File: src/rtl/core/latlon_to_dms_split_assert.svh
// assertion macros for the lat/lon to dms splitter
`ifndef LATLON_TO_DMS_SPLIT_ASSERT_SVH
`define LATLON_TO_DMS_SPLIT_ASSERT_SVH

`ifndef SYNTHESIS
`define LLDMS_ASSERT_IMPL(label, clk, rst_n, ante, cons) \
    label: assert property (@(posedge clk) disable iff (!rst_n) (ante) |-> (cons)) \
        else $error("lldms assertion failed");
`define LLDMS_ASSERT_NEXT(label, clk, rst_n, ante, cons) \
    label: assert property (@(posedge clk) disable iff (!rst_n) (ante) |=> (cons)) \
        else $error("lldms assertion failed");
`else
`define LLDMS_ASSERT_IMPL(label, clk, rst_n, ante, cons)
`define LLDMS_ASSERT_NEXT(label, clk, rst_n, ante, cons)
`endif

`endif

File: src/rtl/core/lldms_pkg.sv
// shared constants, types and tables for the lat/lon to dms splitter
`default_nettype none

package lldms_pkg;

    // fixed-point format of angles
    localparam int FRAC_BITS  = 24;
    localparam int IN_W       = 35;
    // working width of the fold arithmetic, holds +-1260 degrees and the input
    localparam int NORM_W     = (IN_W + 2 > FRAC_BITS + 13) ? IN_W + 2 : FRAC_BITS + 13;
    // minutes and seconds before masking: below 64 whole units
    localparam int MIN_W      = FRAC_BITS + 6;
    localparam int P10_W      = 24;
    localparam int LIM_W      = 30;
    localparam int PROD_W     = MIN_W + P10_W;

    localparam int LAT_DEG_W  = 31;
    localparam int LON_DEG_W  = 32;
    localparam int MIN_OUT_W  = 30;
    localparam int SEC_OUT_W  = 30;

    localparam int CFG_IDX_W  = 2;
    localparam int CFG_DATA_W = 3;
    localparam int DEC_W      = 3;

    typedef enum logic [CFG_IDX_W-1:0] {
        CFG_MINUTES_ON  = 2'd0,
        CFG_SECONDS_ON  = 2'd1,
        CFG_SECONDS_DEC = 2'd2
    } cfg_index_t;

    localparam logic [DEC_W-1:0] SECONDS_DEC_RESET = 3'd3;

    // degree constants in working format
    localparam logic signed [NORM_W-1:0] DEG_90   = NORM_W'(90)   << FRAC_BITS;
    localparam logic signed [NORM_W-1:0] DEG_180  = NORM_W'(180)  << FRAC_BITS;
    localparam logic signed [NORM_W-1:0] DEG_270  = NORM_W'(270)  << FRAC_BITS;
    localparam logic signed [NORM_W-1:0] DEG_360  = NORM_W'(360)  << FRAC_BITS;
    localparam logic signed [NORM_W-1:0] DEG_540  = NORM_W'(540)  << FRAC_BITS;
    localparam logic signed [NORM_W-1:0] DEG_630  = NORM_W'(630)  << FRAC_BITS;
    localparam logic signed [NORM_W-1:0] DEG_720  = NORM_W'(720)  << FRAC_BITS;
    localparam logic signed [NORM_W-1:0] DEG_900  = NORM_W'(900)  << FRAC_BITS;
    localparam logic signed [NORM_W-1:0] DEG_990  = NORM_W'(990)  << FRAC_BITS;
    localparam logic signed [NORM_W-1:0] DEG_1080 = NORM_W'(1080) << FRAC_BITS;

    localparam logic [NORM_W-1:0]    ONE_DEG    = NORM_W'(1) << FRAC_BITS;
    localparam logic [MIN_W-1:0]     ONE_MIN    = MIN_W'(1) << FRAC_BITS;
    localparam logic [MIN_W-1:0]     SIXTY_MIN  = MIN_W'(60) << FRAC_BITS;
    localparam logic [PROD_W:0]      ROUND_HALF = (PROD_W + 1)'(1) << (FRAC_BITS - 1);

    localparam logic [LAT_DEG_W-1:0] LAT_DEG_LIMIT = LAT_DEG_W'(90) << FRAC_BITS;
    localparam logic [MIN_OUT_W-1:0] MIN_OUT_LIMIT = MIN_OUT_W'(60) << FRAC_BITS;

    typedef struct packed {
        logic             minutes_on;
        logic             seconds_on;
        logic [DEC_W-1:0] seconds_decimals;
    } cfg_t;

    // per-stage load enables
    typedef struct packed {
        logic n1;
        logic n2;
        logic l1;
        logic l2;
        logic out;
    } pipe_en_t;

    typedef struct packed {
        logic              neg;
        logic [NORM_W-1:0] deg;
        logic [MIN_W-1:0]  min;
        logic [MIN_W-1:0]  sec;
    } lane_res_t;

    typedef struct packed {
        logic                 lat_negative;
        logic [LAT_DEG_W-1:0] lat_degrees;
        logic [MIN_OUT_W-1:0] lat_minutes;
        logic [SEC_OUT_W-1:0] lat_seconds;
        logic                 lon_negative;
        logic [LON_DEG_W-1:0] lon_degrees;
        logic [MIN_OUT_W-1:0] lon_minutes;
        logic [SEC_OUT_W-1:0] lon_seconds;
        logic                 format_error;
    } dms_result_t;

    // decimal scale for the round-to-sixty check
    function automatic logic [P10_W-1:0] pow10(input logic [DEC_W-1:0] d);
        logic [P10_W-1:0] p;
        case (d)
            3'd0:    p = 24'd1;
            3'd1:    p = 24'd10;
            3'd2:    p = 24'd100;
            3'd3:    p = 24'd1000;
            3'd4:    p = 24'd10000;
            3'd5:    p = 24'd100000;
            3'd6:    p = 24'd1000000;
            default: p = 24'd10000000;
        endcase
        return p;
    endfunction

    // sixty seconds at the same scale
    function automatic logic [LIM_W-1:0] sixty_pow10(input logic [DEC_W-1:0] d);
        logic [LIM_W-1:0] l;
        case (d)
            3'd0:    l = 30'd60;
            3'd1:    l = 30'd600;
            3'd2:    l = 30'd6000;
            3'd3:    l = 30'd60000;
            3'd4:    l = 30'd600000;
            3'd5:    l = 30'd6000000;
            3'd6:    l = 30'd60000000;
            default: l = 30'd600000000;
        endcase
        return l;
    endfunction

endpackage

`default_nettype wire

File: src/rtl/core/lldms_ifs.sv
// valid/ready channel interfaces for coordinate input and dms result
`default_nettype none

interface lldms_coord_if import lldms_pkg::*; ();
    logic                   valid;
    logic                   ready;
    logic signed [IN_W-1:0] lat_angle;
    logic signed [IN_W-1:0] lon_angle;

    modport source (output valid, output lat_angle, output lon_angle, input ready);
    modport sink   (input valid, input lat_angle, input lon_angle, output ready);
endinterface

interface lldms_dms_if import lldms_pkg::*; ();
    logic                 valid;
    logic                 ready;
    logic                 lat_negative;
    logic [LAT_DEG_W-1:0] lat_degrees;
    logic [MIN_OUT_W-1:0] lat_minutes;
    logic [SEC_OUT_W-1:0] lat_seconds;
    logic                 lon_negative;
    logic [LON_DEG_W-1:0] lon_degrees;
    logic [MIN_OUT_W-1:0] lon_minutes;
    logic [SEC_OUT_W-1:0] lon_seconds;
    logic                 format_error;

    modport source (
        output valid, output lat_negative, output lat_degrees, output lat_minutes,
        output lat_seconds, output lon_negative, output lon_degrees, output lon_minutes,
        output lon_seconds, output format_error, input ready
    );
    modport sink (
        input valid, input lat_negative, input lat_degrees, input lat_minutes,
        input lat_seconds, input lon_negative, input lon_degrees, input lon_minutes,
        input lon_seconds, input format_error, output ready
    );
endinterface

`default_nettype wire

File: src/rtl/core/lldms_norm.sv
// two-stage angle normalisation: latitude pole fold, then longitude wrap
`default_nettype none

module lldms_norm import lldms_pkg::*; (
    input  wire                       clk,
    input  wire pipe_en_t             en,
    input  wire logic signed [IN_W-1:0]   lat_angle,
    input  wire logic signed [IN_W-1:0]   lon_angle,
    output logic signed [NORM_W-1:0]  lat_norm,
    output logic signed [NORM_W-1:0]  lon_norm
);

    logic signed [NORM_W-1:0] lat_x;
    logic signed [NORM_W-1:0] lat_w;
    logic signed [NORM_W-1:0] lat_f;
    logic signed [NORM_W-1:0] lon_x;
    logic signed [NORM_W-1:0] lon_s;
    logic                     flip;
    logic signed [NORM_W-1:0] lon_w;

    logic signed [NORM_W-1:0] s1_lat_reg;
    logic signed [NORM_W-1:0] s1_lon_reg;
    logic signed [NORM_W-1:0] s2_lat_reg;
    logic signed [NORM_W-1:0] s2_lon_reg;

    // stage 1: latitude into [-270,270], then over the pole
    always_comb
    begin
        lat_x = NORM_W'(lat_angle);
        lon_x = NORM_W'(lon_angle);
        if (lat_x > DEG_990)
            lat_w = lat_x - DEG_1080;
        else if (lat_x > DEG_630)
            lat_w = lat_x - DEG_720;
        else if (lat_x > DEG_270)
            lat_w = lat_x - DEG_360;
        else if (lat_x < -DEG_990)
            lat_w = lat_x + DEG_1080;
        else if (lat_x < -DEG_630)
            lat_w = lat_x + DEG_720;
        else if (lat_x < -DEG_270)
            lat_w = lat_x + DEG_360;
        else
            lat_w = lat_x;

        flip  = 1'b0;
        lat_f = lat_w;
        if (lat_w > DEG_90)
        begin
            lat_f = DEG_180 - lat_w;
            flip  = 1'b1;
        end
        else if (lat_w < -DEG_90)
        begin
            lat_f = -DEG_180 - lat_w;
            flip  = 1'b1;
        end
        lon_s = flip ? lon_x + DEG_180 : lon_x;
    end

    // stage 2: longitude into [-180,180]
    always_comb
    begin
        if (s1_lon_reg > DEG_900)
            lon_w = s1_lon_reg - DEG_1080;
        else if (s1_lon_reg > DEG_540)
            lon_w = s1_lon_reg - DEG_720;
        else if (s1_lon_reg > DEG_180)
            lon_w = s1_lon_reg - DEG_360;
        else if (s1_lon_reg < -DEG_900)
            lon_w = s1_lon_reg + DEG_1080;
        else if (s1_lon_reg < -DEG_540)
            lon_w = s1_lon_reg + DEG_720;
        else if (s1_lon_reg < -DEG_180)
            lon_w = s1_lon_reg + DEG_360;
        else
            lon_w = s1_lon_reg;
    end

    always_ff @(posedge clk)
    begin
        if (en.n1)
        begin
            s1_lat_reg <= lat_f;
            s1_lon_reg <= lon_s;
        end
        if (en.n2)
        begin
            s2_lat_reg <= s1_lat_reg;
            s2_lon_reg <= lon_w;
        end
    end

    assign lat_norm = s2_lat_reg;
    assign lon_norm = s2_lon_reg;

endmodule

`default_nettype wire

File: src/rtl/core/lldms_lane.sv
// one splitting lane: sign, degrees, minutes, seconds and the sixty carry
`default_nettype none

module lldms_lane import lldms_pkg::*; (
    input  wire                          clk,
    input  wire pipe_en_t                en,
    input  wire cfg_t                    cfg,
    input  wire logic signed [NORM_W-1:0]  angle,
    output lane_res_t                    res
);

    logic                     neg;
    logic [NORM_W-1:0]        mag;
    logic [MIN_W-1:0]         frac_x;
    logic [MIN_W-1:0]         min_full;
    logic [MIN_W-1:0]         mfrac_x;
    logic [MIN_W-1:0]         sec_full;
    logic                     split_sec;
    logic [NORM_W-1:0]        deg1;
    logic [MIN_W-1:0]         min1;
    logic [MIN_W-1:0]         sec1;

    logic                     s1_neg_reg;
    logic [NORM_W-1:0]        s1_deg_reg;
    logic [MIN_W-1:0]         s1_min_reg;
    logic [MIN_W-1:0]         s1_sec_reg;

    logic [PROD_W-1:0]        prod;
    logic                     s2_neg_reg;
    logic [NORM_W-1:0]        s2_deg_reg;
    logic [MIN_W-1:0]         s2_min_reg;
    logic [MIN_W-1:0]         s2_sec_reg;
    logic [PROD_W-1:0]        s2_prod_reg;

    logic [PROD_W:0]          rnd_sum;
    logic [PROD_W:0]          rnd_lim;
    logic [MIN_W-1:0]         min_inc;

    // stage 1: magnitude and the two times-sixty splits (shift and subtract)
    always_comb
    begin
        neg       = angle[NORM_W-1];
        mag       = neg ? $unsigned(-angle) : $unsigned(angle);
        frac_x    = MIN_W'(mag[FRAC_BITS-1:0]);
        min_full  = (frac_x << 6) - (frac_x << 2);
        mfrac_x   = MIN_W'(min_full[FRAC_BITS-1:0]);
        sec_full  = (mfrac_x << 6) - (mfrac_x << 2);
        split_sec = cfg.minutes_on & cfg.seconds_on;

        deg1 = mag;
        min1 = '0;
        sec1 = '0;
        if (cfg.minutes_on)
        begin
            deg1 = {mag[NORM_W-1:FRAC_BITS], {FRAC_BITS{1'b0}}};
            min1 = min_full;
            if (split_sec)
            begin
                min1 = {min_full[MIN_W-1:FRAC_BITS], {FRAC_BITS{1'b0}}};
                sec1 = sec_full;
            end
        end
    end

    // stage 2: seconds scaled by the decimal factor
    assign prod = PROD_W'(s1_sec_reg) * PROD_W'(pow10(cfg.seconds_decimals));

    // stage 3: rounding check; seconds are zero when not split, so no carry then
    always_comb
    begin
        rnd_sum = (PROD_W + 1)'(s2_prod_reg) + ROUND_HALF;
        rnd_lim = (PROD_W + 1)'(sixty_pow10(cfg.seconds_decimals)) << FRAC_BITS;
        min_inc = s2_min_reg + ONE_MIN;

        res.neg = s2_neg_reg;
        res.deg = s2_deg_reg;
        res.min = s2_min_reg;
        res.sec = s2_sec_reg;
        if (rnd_sum >= rnd_lim)
        begin
            res.sec = '0;
            if (min_inc >= SIXTY_MIN)
            begin
                res.min = '0;
                res.deg = s2_deg_reg + ONE_DEG;
            end
            else
                res.min = min_inc;
        end
    end

    always_ff @(posedge clk)
    begin
        if (en.l1)
        begin
            s1_neg_reg <= neg;
            s1_deg_reg <= deg1;
            s1_min_reg <= min1;
            s1_sec_reg <= sec1;
        end
        if (en.l2)
        begin
            s2_neg_reg  <= s1_neg_reg;
            s2_deg_reg  <= s1_deg_reg;
            s2_min_reg  <= s1_min_reg;
            s2_sec_reg  <= s1_sec_reg;
            s2_prod_reg <= prod;
        end
    end

endmodule

`default_nettype wire

File: src/rtl/core/lldms_merge.sv
// output register joining both lanes and the format flag
`default_nettype none

module lldms_merge import lldms_pkg::*; (
    input  wire               clk,
    input  wire pipe_en_t     en,
    input  wire cfg_t         cfg,
    input  wire lane_res_t    lat_res,
    input  wire lane_res_t    lon_res,
    output dms_result_t       result
);

    dms_result_t result_next;
    dms_result_t result_reg;

    always_comb
    begin
        result_next.lat_negative = lat_res.neg;
        result_next.lat_degrees  = LAT_DEG_W'(lat_res.deg);
        result_next.lat_minutes  = MIN_OUT_W'(lat_res.min);
        result_next.lat_seconds  = SEC_OUT_W'(lat_res.sec);
        result_next.lon_negative = lon_res.neg;
        result_next.lon_degrees  = LON_DEG_W'(lon_res.deg);
        result_next.lon_minutes  = MIN_OUT_W'(lon_res.min);
        result_next.lon_seconds  = SEC_OUT_W'(lon_res.sec);
        result_next.format_error = cfg.seconds_on & ~cfg.minutes_on;
    end

    always_ff @(posedge clk)
    begin
        if (en.out)
            result_reg <= result_next;
    end

    assign result = result_reg;

endmodule

`default_nettype wire

File: src/rtl/core/latlon_to_dms_split.sv
// top level of the lat/lon to degrees-minutes-seconds splitter
//
//  channel    dir   handshake     payload
//  coord_in   in    valid/ready   lat_angle, lon_angle (signed, 24 fraction bits)
//  dms_out    out   valid/ready   sign, degrees, minutes, seconds per axis, format_error
//  cfg        in    cfg_wr_en     cfg_index, cfg_wr_data (no read-back)
//
// one coordinate pair per cycle unless dms_out stalls; each pair passes the stages below in order to result valid
// stages: latitude fold, longitude wrap, lane split, lane scale multiply, output register
// the seconds-times-decimal-scale multiplier in each lane sets the stage depth
// each stage holds while its successor is full and stalled, so a bubble anywhere
//   lets input transfers continue while a result waits at the output
// reset clears the valid bits and loads minutes on, seconds on, three decimals
`default_nettype none

`include "latlon_to_dms_split_assert.svh"

module latlon_to_dms_split import lldms_pkg::*; (
    input  wire                          clk,
    input  wire                          rst_n,
    lldms_coord_if.sink                  coord_in,
    lldms_dms_if.source                  dms_out,
    input  wire                          cfg_wr_en,
    input  wire logic [CFG_IDX_W-1:0]    cfg_index,
    input  wire logic [CFG_DATA_W-1:0]   cfg_wr_data
);

    // configuration registers
    cfg_t cfg_reg;

    // pipeline occupancy
    logic n1_valid_reg;
    logic n2_valid_reg;
    logic l1_valid_reg;
    logic l2_valid_reg;
    logic out_valid_reg;

    logic rdy_n1;
    logic rdy_n2;
    logic rdy_l1;
    logic rdy_l2;
    logic rdy_out;

    pipe_en_t                  pipe_en;
    logic signed [NORM_W-1:0]  lat_norm;
    logic signed [NORM_W-1:0]  lon_norm;
    lane_res_t                 lat_res;
    lane_res_t                 lon_res;
    dms_result_t               result;

    // register writes; index three is unused and ignored
    always_ff @(posedge clk or negedge rst_n)
    begin
        if (!rst_n)
        begin
            cfg_reg.minutes_on       <= 1'b1;
            cfg_reg.seconds_on       <= 1'b1;
            cfg_reg.seconds_decimals <= SECONDS_DEC_RESET;
        end
        else if (cfg_wr_en)
        begin
            unique case (cfg_index_t'(cfg_index))
                CFG_MINUTES_ON:  cfg_reg.minutes_on       <= cfg_wr_data[0];
                CFG_SECONDS_ON:  cfg_reg.seconds_on       <= cfg_wr_data[0];
                CFG_SECONDS_DEC: cfg_reg.seconds_decimals <= cfg_wr_data[DEC_W-1:0];
                default: ;
            endcase
        end
    end

    // ready ripples back from the output: a stage loads when empty or draining
    always_comb
    begin
        rdy_out = ~out_valid_reg | dms_out.ready;
        rdy_l2  = ~l2_valid_reg  | rdy_out;
        rdy_l1  = ~l1_valid_reg  | rdy_l2;
        rdy_n2  = ~n2_valid_reg  | rdy_l1;
        rdy_n1  = ~n1_valid_reg  | rdy_n2;

        pipe_en.n1  = rdy_n1  & coord_in.valid;
        pipe_en.n2  = rdy_n2  & n1_valid_reg;
        pipe_en.l1  = rdy_l1  & n2_valid_reg;
        pipe_en.l2  = rdy_l2  & l1_valid_reg;
        pipe_en.out = rdy_out & l2_valid_reg;
    end

    always_ff @(posedge clk or negedge rst_n)
    begin
        if (!rst_n)
        begin
            n1_valid_reg  <= 1'b0;
            n2_valid_reg  <= 1'b0;
            l1_valid_reg  <= 1'b0;
            l2_valid_reg  <= 1'b0;
            out_valid_reg <= 1'b0;
        end
        else
        begin
            if (rdy_n1)
                n1_valid_reg <= coord_in.valid;
            if (rdy_n2)
                n2_valid_reg <= n1_valid_reg;
            if (rdy_l1)
                l1_valid_reg <= n2_valid_reg;
            if (rdy_l2)
                l2_valid_reg <= l1_valid_reg;
            if (rdy_out)
                out_valid_reg <= l2_valid_reg;
        end
    end

    assign coord_in.ready = rdy_n1;

    // normalisation of the pair (latitude fold couples into longitude)
    lldms_norm u_norm (
        .clk       (clk),
        .en        (pipe_en),
        .lat_angle (coord_in.lat_angle),
        .lon_angle (coord_in.lon_angle),
        .lat_norm  (lat_norm),
        .lon_norm  (lon_norm)
    );

    // one splitting lane per axis, running side by side
    lldms_lane u_lane_lat (
        .clk   (clk),
        .en    (pipe_en),
        .cfg   (cfg_reg),
        .angle (lat_norm),
        .res   (lat_res)
    );

    lldms_lane u_lane_lon (
        .clk   (clk),
        .en    (pipe_en),
        .cfg   (cfg_reg),
        .angle (lon_norm),
        .res   (lon_res)
    );

    // lanes joined into the output register
    lldms_merge u_merge (
        .clk     (clk),
        .en      (pipe_en),
        .cfg     (cfg_reg),
        .lat_res (lat_res),
        .lon_res (lon_res),
        .result  (result)
    );

    assign dms_out.valid        = out_valid_reg;
    assign dms_out.lat_negative = result.lat_negative;
    assign dms_out.lat_degrees  = result.lat_degrees;
    assign dms_out.lat_minutes  = result.lat_minutes;
    assign dms_out.lat_seconds  = result.lat_seconds;
    assign dms_out.lon_negative = result.lon_negative;
    assign dms_out.lon_degrees  = result.lon_degrees;
    assign dms_out.lon_minutes  = result.lon_minutes;
    assign dms_out.lon_seconds  = result.lon_seconds;
    assign dms_out.format_error = result.format_error;

    // a folded latitude never passes the pole, even after a carry
    `LLDMS_ASSERT_IMPL(a_lat_in_range, clk, rst_n, dms_out.valid, dms_out.lat_degrees <= LAT_DEG_LIMIT)
    // a format error leaves minutes and seconds empty
    `LLDMS_ASSERT_IMPL(a_fmt_err_no_split, clk, rst_n, dms_out.valid && dms_out.format_error, dms_out.lat_minutes == '0 && dms_out.lon_minutes == '0 && dms_out.lat_seconds == '0 && dms_out.lon_seconds == '0)
    // minutes stay below sixty after the carry
    `LLDMS_ASSERT_IMPL(a_min_below_sixty, clk, rst_n, dms_out.valid && cfg_reg.seconds_on, dms_out.lat_minutes < MIN_OUT_LIMIT && dms_out.lon_minutes < MIN_OUT_LIMIT)
    // a full multiply stage moves into a free output register
    `LLDMS_ASSERT_NEXT(a_l2_to_out, clk, rst_n, l2_valid_reg && rdy_out, out_valid_reg)

endmodule

`default_nettype wire
File: src/flat_wrapper.sv
// flat-port wrapper written by rule: the top's interface ports become plain ports
module latlon_to_dms_split_flat import lldms_pkg::*;
  (clk, rst_n, cfg_wr_en, cfg_index, cfg_wr_data, coord_in_valid, coord_in_lat_angle, coord_in_lon_angle, coord_in_ready, dms_out_valid, dms_out_lat_negative, dms_out_lat_degrees, dms_out_lat_minutes, dms_out_lat_seconds, dms_out_lon_negative, dms_out_lon_degrees, dms_out_lon_minutes, dms_out_lon_seconds, dms_out_format_error, dms_out_ready);
  lldms_coord_if coord_in_i ();
  lldms_dms_if dms_out_i ();
  input  wire clk;
  input  wire rst_n;
  input  wire cfg_wr_en;
  input  wire logic [CFG_IDX_W-1:0] cfg_index;
  input  wire logic [CFG_DATA_W-1:0] cfg_wr_data;
  input wire logic [$bits(coord_in_i.valid)-1:0] coord_in_valid;
  input wire logic [$bits(coord_in_i.lat_angle)-1:0] coord_in_lat_angle;
  input wire logic [$bits(coord_in_i.lon_angle)-1:0] coord_in_lon_angle;
  output wire logic [$bits(coord_in_i.ready)-1:0] coord_in_ready;
  output wire logic [$bits(dms_out_i.valid)-1:0] dms_out_valid;
  output wire logic [$bits(dms_out_i.lat_negative)-1:0] dms_out_lat_negative;
  output wire logic [$bits(dms_out_i.lat_degrees)-1:0] dms_out_lat_degrees;
  output wire logic [$bits(dms_out_i.lat_minutes)-1:0] dms_out_lat_minutes;
  output wire logic [$bits(dms_out_i.lat_seconds)-1:0] dms_out_lat_seconds;
  output wire logic [$bits(dms_out_i.lon_negative)-1:0] dms_out_lon_negative;
  output wire logic [$bits(dms_out_i.lon_degrees)-1:0] dms_out_lon_degrees;
  output wire logic [$bits(dms_out_i.lon_minutes)-1:0] dms_out_lon_minutes;
  output wire logic [$bits(dms_out_i.lon_seconds)-1:0] dms_out_lon_seconds;
  output wire logic [$bits(dms_out_i.format_error)-1:0] dms_out_format_error;
  input wire logic [$bits(dms_out_i.ready)-1:0] dms_out_ready;
  assign coord_in_i.valid = coord_in_valid;
  assign coord_in_i.lat_angle = coord_in_lat_angle;
  assign coord_in_i.lon_angle = coord_in_lon_angle;
  assign coord_in_ready = coord_in_i.ready;
  assign dms_out_valid = dms_out_i.valid;
  assign dms_out_lat_negative = dms_out_i.lat_negative;
  assign dms_out_lat_degrees = dms_out_i.lat_degrees;
  assign dms_out_lat_minutes = dms_out_i.lat_minutes;
  assign dms_out_lat_seconds = dms_out_i.lat_seconds;
  assign dms_out_lon_negative = dms_out_i.lon_negative;
  assign dms_out_lon_degrees = dms_out_i.lon_degrees;
  assign dms_out_lon_minutes = dms_out_i.lon_minutes;
  assign dms_out_lon_seconds = dms_out_i.lon_seconds;
  assign dms_out_format_error = dms_out_i.format_error;
  assign dms_out_i.ready = dms_out_ready;
  latlon_to_dms_split u_core (.clk(clk), .rst_n(rst_n), .coord_in(coord_in_i), .dms_out(dms_out_i), .cfg_wr_en(cfg_wr_en), .cfg_index(cfg_index), .cfg_wr_data(cfg_wr_data));
endmodule
File: config.mk
export PLATFORM = sky130hd
export DESIGN_NAME = latlon_to_dms_split_flat
export DESIGN_NICKNAME = d
export VERILOG_FILES = /design/src/rtl/core/lldms_pkg.sv /design/src/rtl/core/lldms_ifs.sv /design/src/rtl/core/lldms_norm.sv /design/src/rtl/core/lldms_lane.sv /design/src/rtl/core/lldms_merge.sv /design/src/rtl/core/latlon_to_dms_split.sv /design/src/flat_wrapper.sv
export VERILOG_INCLUDE_DIRS = /design/src /design/src/rtl/core
export SDC_FILE = /design/constraint.sdc
export NUM_CORES = 2
export LEC_CHECK = 0
export BUFFER_PORTS_ARGS = -buffer_cell sky130_fd_sc_hd__buf_4
export CORE_MARGIN = 4
export CORE_UTILIZATION = 55
export DETAILED_ROUTE_END_ITERATION = 16
export GPL_TIMING_DRIVEN = 0
export PLACE_DENSITY = 0.71
export SETUP_SLACK_MARGIN = 0.2
export SYNTH_ARGS = -nofsm -noshare
export SYNTH_HDL_FRONTEND = slang
export SYNTH_SLANG_ARGS = --single-unit
File: constraint.sdc
create_clock -name clk -period 12.2 [get_ports clk]
set_input_delay 2.44 -clock clk [delete_from_list [all_inputs] [get_ports clk]]
set_output_delay 2.44 -clock clk [all_outputs]
set_load 0.005 [all_outputs]
Yosys cells after proc, flatten, opt, wreduce, memory -nomap -nowiden
Cells that the tools add are included.
{"block": "totals", "reg_bits": 822, "output_inout_bits": 188, "elab_cells": 150}
{"block": "classes", "addsub": 27, "n_mul": 2, "magnitude_cmp": 18, "eq_ne": 8, "muxes": 27, "bitwise": 18, "reduce_logical": 7}
{"op": "$mux 37", "count": 15}
{"op": "$pmux 30 s7", "count": 1}
{"op": "$pmux 24 s7", "count": 1}
{"op": "$sub 30x26->30", "count": 4}
{"op": "$add 54x24->55 const B", "count": 2}
{"op": "$ge 55x54->1", "count": 2}
{"op": "$mul 30x24->54", "count": 2}
{"op": "$mux 92", "count": 1}
{"op": "$mux 91", "count": 1}
{"op": "$gt 37x35->1 const B", "count": 2}
{"op": "$lt 37x35->1 const B", "count": 2}
{"op": "$sub 33x37->37 const A", "count": 2}
{"op": "$gt 35x35->1 const B", "count": 2}
{"op": "$lt 35x35->1 const B", "count": 2}
{"op": "$mux 32", "count": 2}
{"op": "$mux 31", "count": 2}
{"op": "$add 30x25->30 const B", "count": 2}
{"op": "$ge 30x30->1 const B", "count": 2}
{"op": "$mux 30", "count": 2}
{"op": "$add 35x36->37 const B", "count": 1}
{"op": "$add 37x34->37 const B", "count": 1}
{"op": "$add 37x35->37 const B", "count": 1}
{"op": "$add 37x36->37 const B", "count": 1}
{"op": "$gt 37x32->1 const B", "count": 1}
{"op": "31 further kinds", "count": 53}

Logic depth before layout (Yosys ltp)
{"block": "logic_depth", "word_depth": 11, "ltp_mapped": 31, "depth_no_buf": 30}

Hierarchy
Synthesis repeated with hierarchy kept, for this count alone.
{"block": "hier_totals", "cells_unflattened": 7293, "area_unflattened_um2": 76737.3}
{"mod": "lldms_lane (u_core.u_lane_lat)", "instances": 1, "cells_per_inst": 3217, "area_per_inst_um2": 31550.3, "seq_area_each_um2": 7026.7}
{"mod": "lldms_lane (u_core.u_lane_lon)", "instances": 1, "cells_per_inst": 3168, "area_per_inst_um2": 31325.0, "seq_area_each_um2": 7026.7}
{"mod": "lldms_norm", "instances": 1, "cells_per_inst": 687, "area_per_inst_um2": 7798.7, "seq_area_each_um2": 4414.2}
{"mod": "lldms_merge", "instances": 1, "cells_per_inst": 187, "area_per_inst_um2": 5599.1, "seq_area_each_um2": 5585.4}
{"mod": "latlon_to_dms_split", "instances": 1, "cells_per_inst": 34, "area_per_inst_um2": 464.2, "seq_area_each_um2": 255.2}

Least setup slack after synthesis
No wires, ideal clock.
{"block": "synth_path", "path_type": "input -> register", "from": "input dms_out_ready", "to": "register u_core.u_merge.result_reg, in the netlist u_core.u_merge.result[0], enable pin", "setup_time_ns": 0.731, "t_arrival_ns": 10.200, "required_time_ns": 11.469, "slack_ns": 1.269, "stages": 2, "cell_sequence": "nor2b_1 nor2b_1"}
{"element": "from (decl)", "line_no": "flat_wrapper.sv:25", "rtl": "input wire logic [$bits(dms_out_i.ready)-1:0] dms_out_ready;"}
{"element": "to (signal assigned)", "line_no": "lldms_merge.sv:32", "rtl": "result_reg <= result_next;"}
{"element": "to (decl)", "line_no": "lldms_merge.sv:14", "rtl": "dms_result_t result_reg;"}

Worst setup path in the final report
{"block": "layout_path", "from": "register u_core.cfg_reg[2] (netlist bit)", "to": "register u_core.u_lane_lat.s2_prod_reg[53], data pin"}
{"block": "layout_between", "elab_chain_len": 3}
{"element": "from (decl)", "line_no": "latlon_to_dms_split.sv:29", "rtl": "cfg_t cfg_reg;"}
{"element": "$eq 3x3->1, or another cell as far along", "line_no": "lldms_pkg.sv:91", "rtl": "case (d)"}
{"element": "$pmux 24 s7 (*)", "line_no": "lldms_pkg.sv:91"}
{"element": "$mul 30x24->54 (*)", "line_no": "lldms_lane.sv:66", "rtl": "assign prod = PROD_W'(s1_sec_reg) * PROD_W'(pow10(cfg.seconds_decimals));"}
{"element": "net u_core.u_lane_lat.prod[53]", "line_no": "lldms_lane.sv:28", "rtl": "logic [PROD_W-1:0] prod;"}
{"element": "to (signal assigned)", "line_no": "lldms_lane.sv:107", "rtl": "s2_prod_reg <= prod;"}
{"element": "to (decl)", "line_no": "lldms_lane.sv:33", "rtl": "logic [PROD_W-1:0] s2_prod_reg;"}
Mark *: on every way through the listed nets, which the timed path passes. The rest lies on a longest branch.
A chain may end at the register's enable or synchronous reset.

==> flow_metrics.env <==
export IMPL_grt_pass1_wl_um=337000
export IMPL_syn_area_um2=72900
export IMPL_worst_path_largest_cell_delay_ps=950
export IMPL_wirelength_um=229000
export IMPL_vias=52200
export IMPL_final_antenna_net_count=0
export IMPL_cts_root_buf="clkbuf_16"
export IMPL_finalHoldViolCount=0
export IMPL_critPathRequiredTime_ps=12600
export IMPL_grt_overflow=0
export IMPL_nets=8756
export IMPL_crit_arrival_ps=11930
export IMPL_r2r_start="u_core.cfg_reg[2]"
export IMPL_cts_setup_buffers=0
export IMPL_multiInputGateArea_um2=44300
export IMPL_crit_path_start_kind="register"
export IMPL_ys_seq_area_frac=0.314
export IMPL_setup_viol=0
export IMPL_async_reset_ff_frac=0.0131
export IMPL_worst_path_most_repeated_cell="fa_1"
export IMPL_row_count=133
export IMPL_slew_viol_final=11
export IMPL_clock_latency_ps=720
export IMPL_path_max_fanout=10
export IMPL_htreeDepth=3
export IMPL_antenna_found_initial=26
export IMPL_portBuffers=254
export IMPL_grt_pass1_vias=53400
export IMPL_cp_slowest_cell="clkbuf_1"
export IMPL_critPathCaptureType="register"
export IMPL_start_util=0.554
export IMPL_clk_pin_slew_worst_paths_ps=60
export IMPL_synth_area_leader_cell="edfxtp_1"
export IMPL_synthFlopType="edfxtp_1"
export IMPL_cts_resized=0
export IMPL_largest_register_ffs=174
export IMPL_fillers=11000
export IMPL_maxCapViolCount=1
export IMPL_worst_pin_slew_ps=1560
export IMPL_wl_per_cell_um=25.3
export IMPL_synth_edf_count=753
export IMPL_clk_path_buf_depth=3
export IMPL_drt_iter0_drc=4566
export IMPL_status="complete, but fails checks"
export IMPL_fmax_mhz=86.8
export IMPL_gp_congestion=1.02
export IMPL_crit_type="reg2reg"
export IMPL_cp_buffers_inverters=7
export IMPL_synth_area_leaders="edfxtp_1 (31%), fa_1 (25%), ha_1 (10%)"
export IMPL_die_h_um=372
export IMPL_cts_tree="yes"
export IMPL_dieArea_um2=138000
export IMPL_regArea_um2=22900
export IMPL_vias_per_cell=5.78
export IMPL_hp_class="reg2reg"
export IMPL_rsz0062_at_grt="false"
export IMPL_syn_inst=6827
export IMPL_grt_max_degree=69
export IMPL_max_slew_margin_rel=-0.0425
export IMPL_cts_made_buffers=84
export IMPL_area_growth_pct=10.2
export IMPL_yosys_warnings=0
export IMPL_core_area_um2=132000
export IMPL_synth_cell_types=93
export IMPL_first_pass_iters=6
export IMPL_ys_seq_elements=763
export IMPL_cts_sinks=763
export IMPL_setup_tns_ps=0
export IMPL_avgSynthCellArea_um2=10.7
export IMPL_period_minus_slack_ps=11530
export IMPL_yosys_area_top_type_share=0.310
export IMPL_skew_ps=51.7
export IMPL_fp_dieW_um=372
export IMPL_cts_hold_buf=0
export IMPL_grt_total_usage=0.335
export IMPL_min_from="u_core.u_norm.s1_lat_reg[10]"
export IMPL_drive_above_1_share=0.0683
export IMPL_cp_top_family="adder cells"
export IMPL_ios=268
export IMPL_period_share=0.945
export IMPL_violations="capacitance limit, slew limit"
export IMPL_route_detailed_drc=0
export IMPL_dp_hpwl_um=184000
export IMPL_startpoint="u_core.cfg_reg[2]"
## cell usage after synthesis (all sizes together), types with 29 or more instances
cell,n
a211oi,33
a21o,124
a21oi,211
a31oi,33
and2,450
and3,305
clkbuf,238
edfxtp,753
fa,902
ha,582
inv,1264
nand2,285
nand2b,46
nand3,72
nand4,45
nor2,315
nor2b,167
nor3,59
nor4,29
o21ai,154
o31ai,37
xnor2,178
xor2,164
## cell usage in the layout, fill, tap and decap left out, types with 12 or more instances in the layout
| master | synthesis | routed |
|---|---|---|
| inv_1 | 1264 | 1264 |
| fa_1 | 902 | 902 |
| edfxtp_1 | 753 | 753 |
| ha_1 | 582 | 582 |
| and2_1 | 450 | 446 |
| nor2_1 | 315 | 315 |
| and3_1 | 305 | 305 |
| nand2_1 | 285 | 285 |
| buf_4 | 17 | 271 |
| clkbuf_1 | 238 | 257 |
| a21oi_1 | 210 | 209 |
| xnor2_1 | 178 | 178 |
| nor2b_1 | 167 | 166 |
| xor2_1 | 164 | 164 |
| o21ai_0 | 153 | 153 |
| a21o_1 | 124 | 124 |
| clkbuf_16 | 0 | 85 |
| nand3_1 | 71 | 71 |
| nor3_1 | 57 | 57 |
| nand2b_1 | 46 | 46 |
| nand4_1 | 45 | 45 |
| o31ai_1 | 35 | 35 |
| a31oi_1 | 31 | 31 |
| nor4_1 | 28 | 28 |
| a211oi_1 | 27 | 26 |
| or3_1 | 26 | 26 |
| o21a_1 | 25 | 25 |
| or4_1 | 24 | 24 |
| o21bai_1 | 21 | 21 |
| or2_2 | 20 | 20 |
| o41ai_1 | 18 | 18 |
| and4_1 | 17 | 17 |
| o211ai_1 | 15 | 15 |
| mux2i_1 | 14 | 14 |
| diode_2 | 0 | 13 |
| conb_1 | 1 | 12 |
| bufinv_16 | 0 | 12 |
## metrics by stage
| stage | cells | hold WS, ps | util | setup slack [ps] | cell area (um^2) |
|---|---|---|---|---|---|
| floorplan | 6838 | 400 | - | 1270 | 72900 |
| global placement | 8847 | 401 | 0.585 | -3530 | 77000 |
| detailed placement | 8861 | 405 | 0.588 | 1040 | 77300 |
| CTS | 9017 | 404 | 0.610 | 1010 | 80300 |
| global route | 9021 | 421 | 0.610 | 459 | 80300 |
| finish | 9030 | 401 | 0.610 | 674 | 80300 |
## routing by layer
layer,vias up,global-route usage,wire [um]
met1,26100,0.418,86700
met5,-,0,80
met2,2273,0.532,105000
met4,12,0.190,15700
li1,23100,-,-
met3,600,0.0841,20700
## logic make-up (layout without fill, tap and decap cells)
family,Yosys count,in the layout,share of synthesized area
flip-flops,763,763,0.314
adder cells (fa/ha/maj),1485,1485,0.348
multiplexers,23,23,0.00331
buffers and inverters,1527,1951,0.0797
other,1,25,0.0000515
AO/OA/AOI/OAI,784,784,0.0710
AND/OR/NAND/NOR,1902,1902,0.143
XOR/XNOR,342,342,0.0411
## cell type report
type,instances,share of cell area
clock buffer,104,0.0274
antenna,13,0.000405
sequential,763,0.285
buffer,263,0.0132
multi-input combinational,4548,0.551
timing repair buffer,268,0.0276
inverter,1264,0.0591
tap,1755,0.0273
clock inverter,52,0.00911
## final timing paths
kind / to / slack, ps / cells past startpoint
hold / removal: u_core.u_norm.lat_norm[10] / 400 / 0
hold reg to reg: u_core.u_norm.lat_norm[10] / 400 / 0
max in group asynchronous: u_core.cfg_reg[1] / 10330 / 1
setup reg to reg: u_core.u_lane_lat.s2_prod_reg[53] / 670 / 30
setup / recovery: u_core.u_lane_lat.s2_prod_reg[53] / 670 / 30
min in group asynchronous: u_core.n1_valid_reg / 1580 / 1
Power is left out: the tool's default activity adds up to more than one toggle a clock period on the data nets, which glitch-free logic cannot reach.
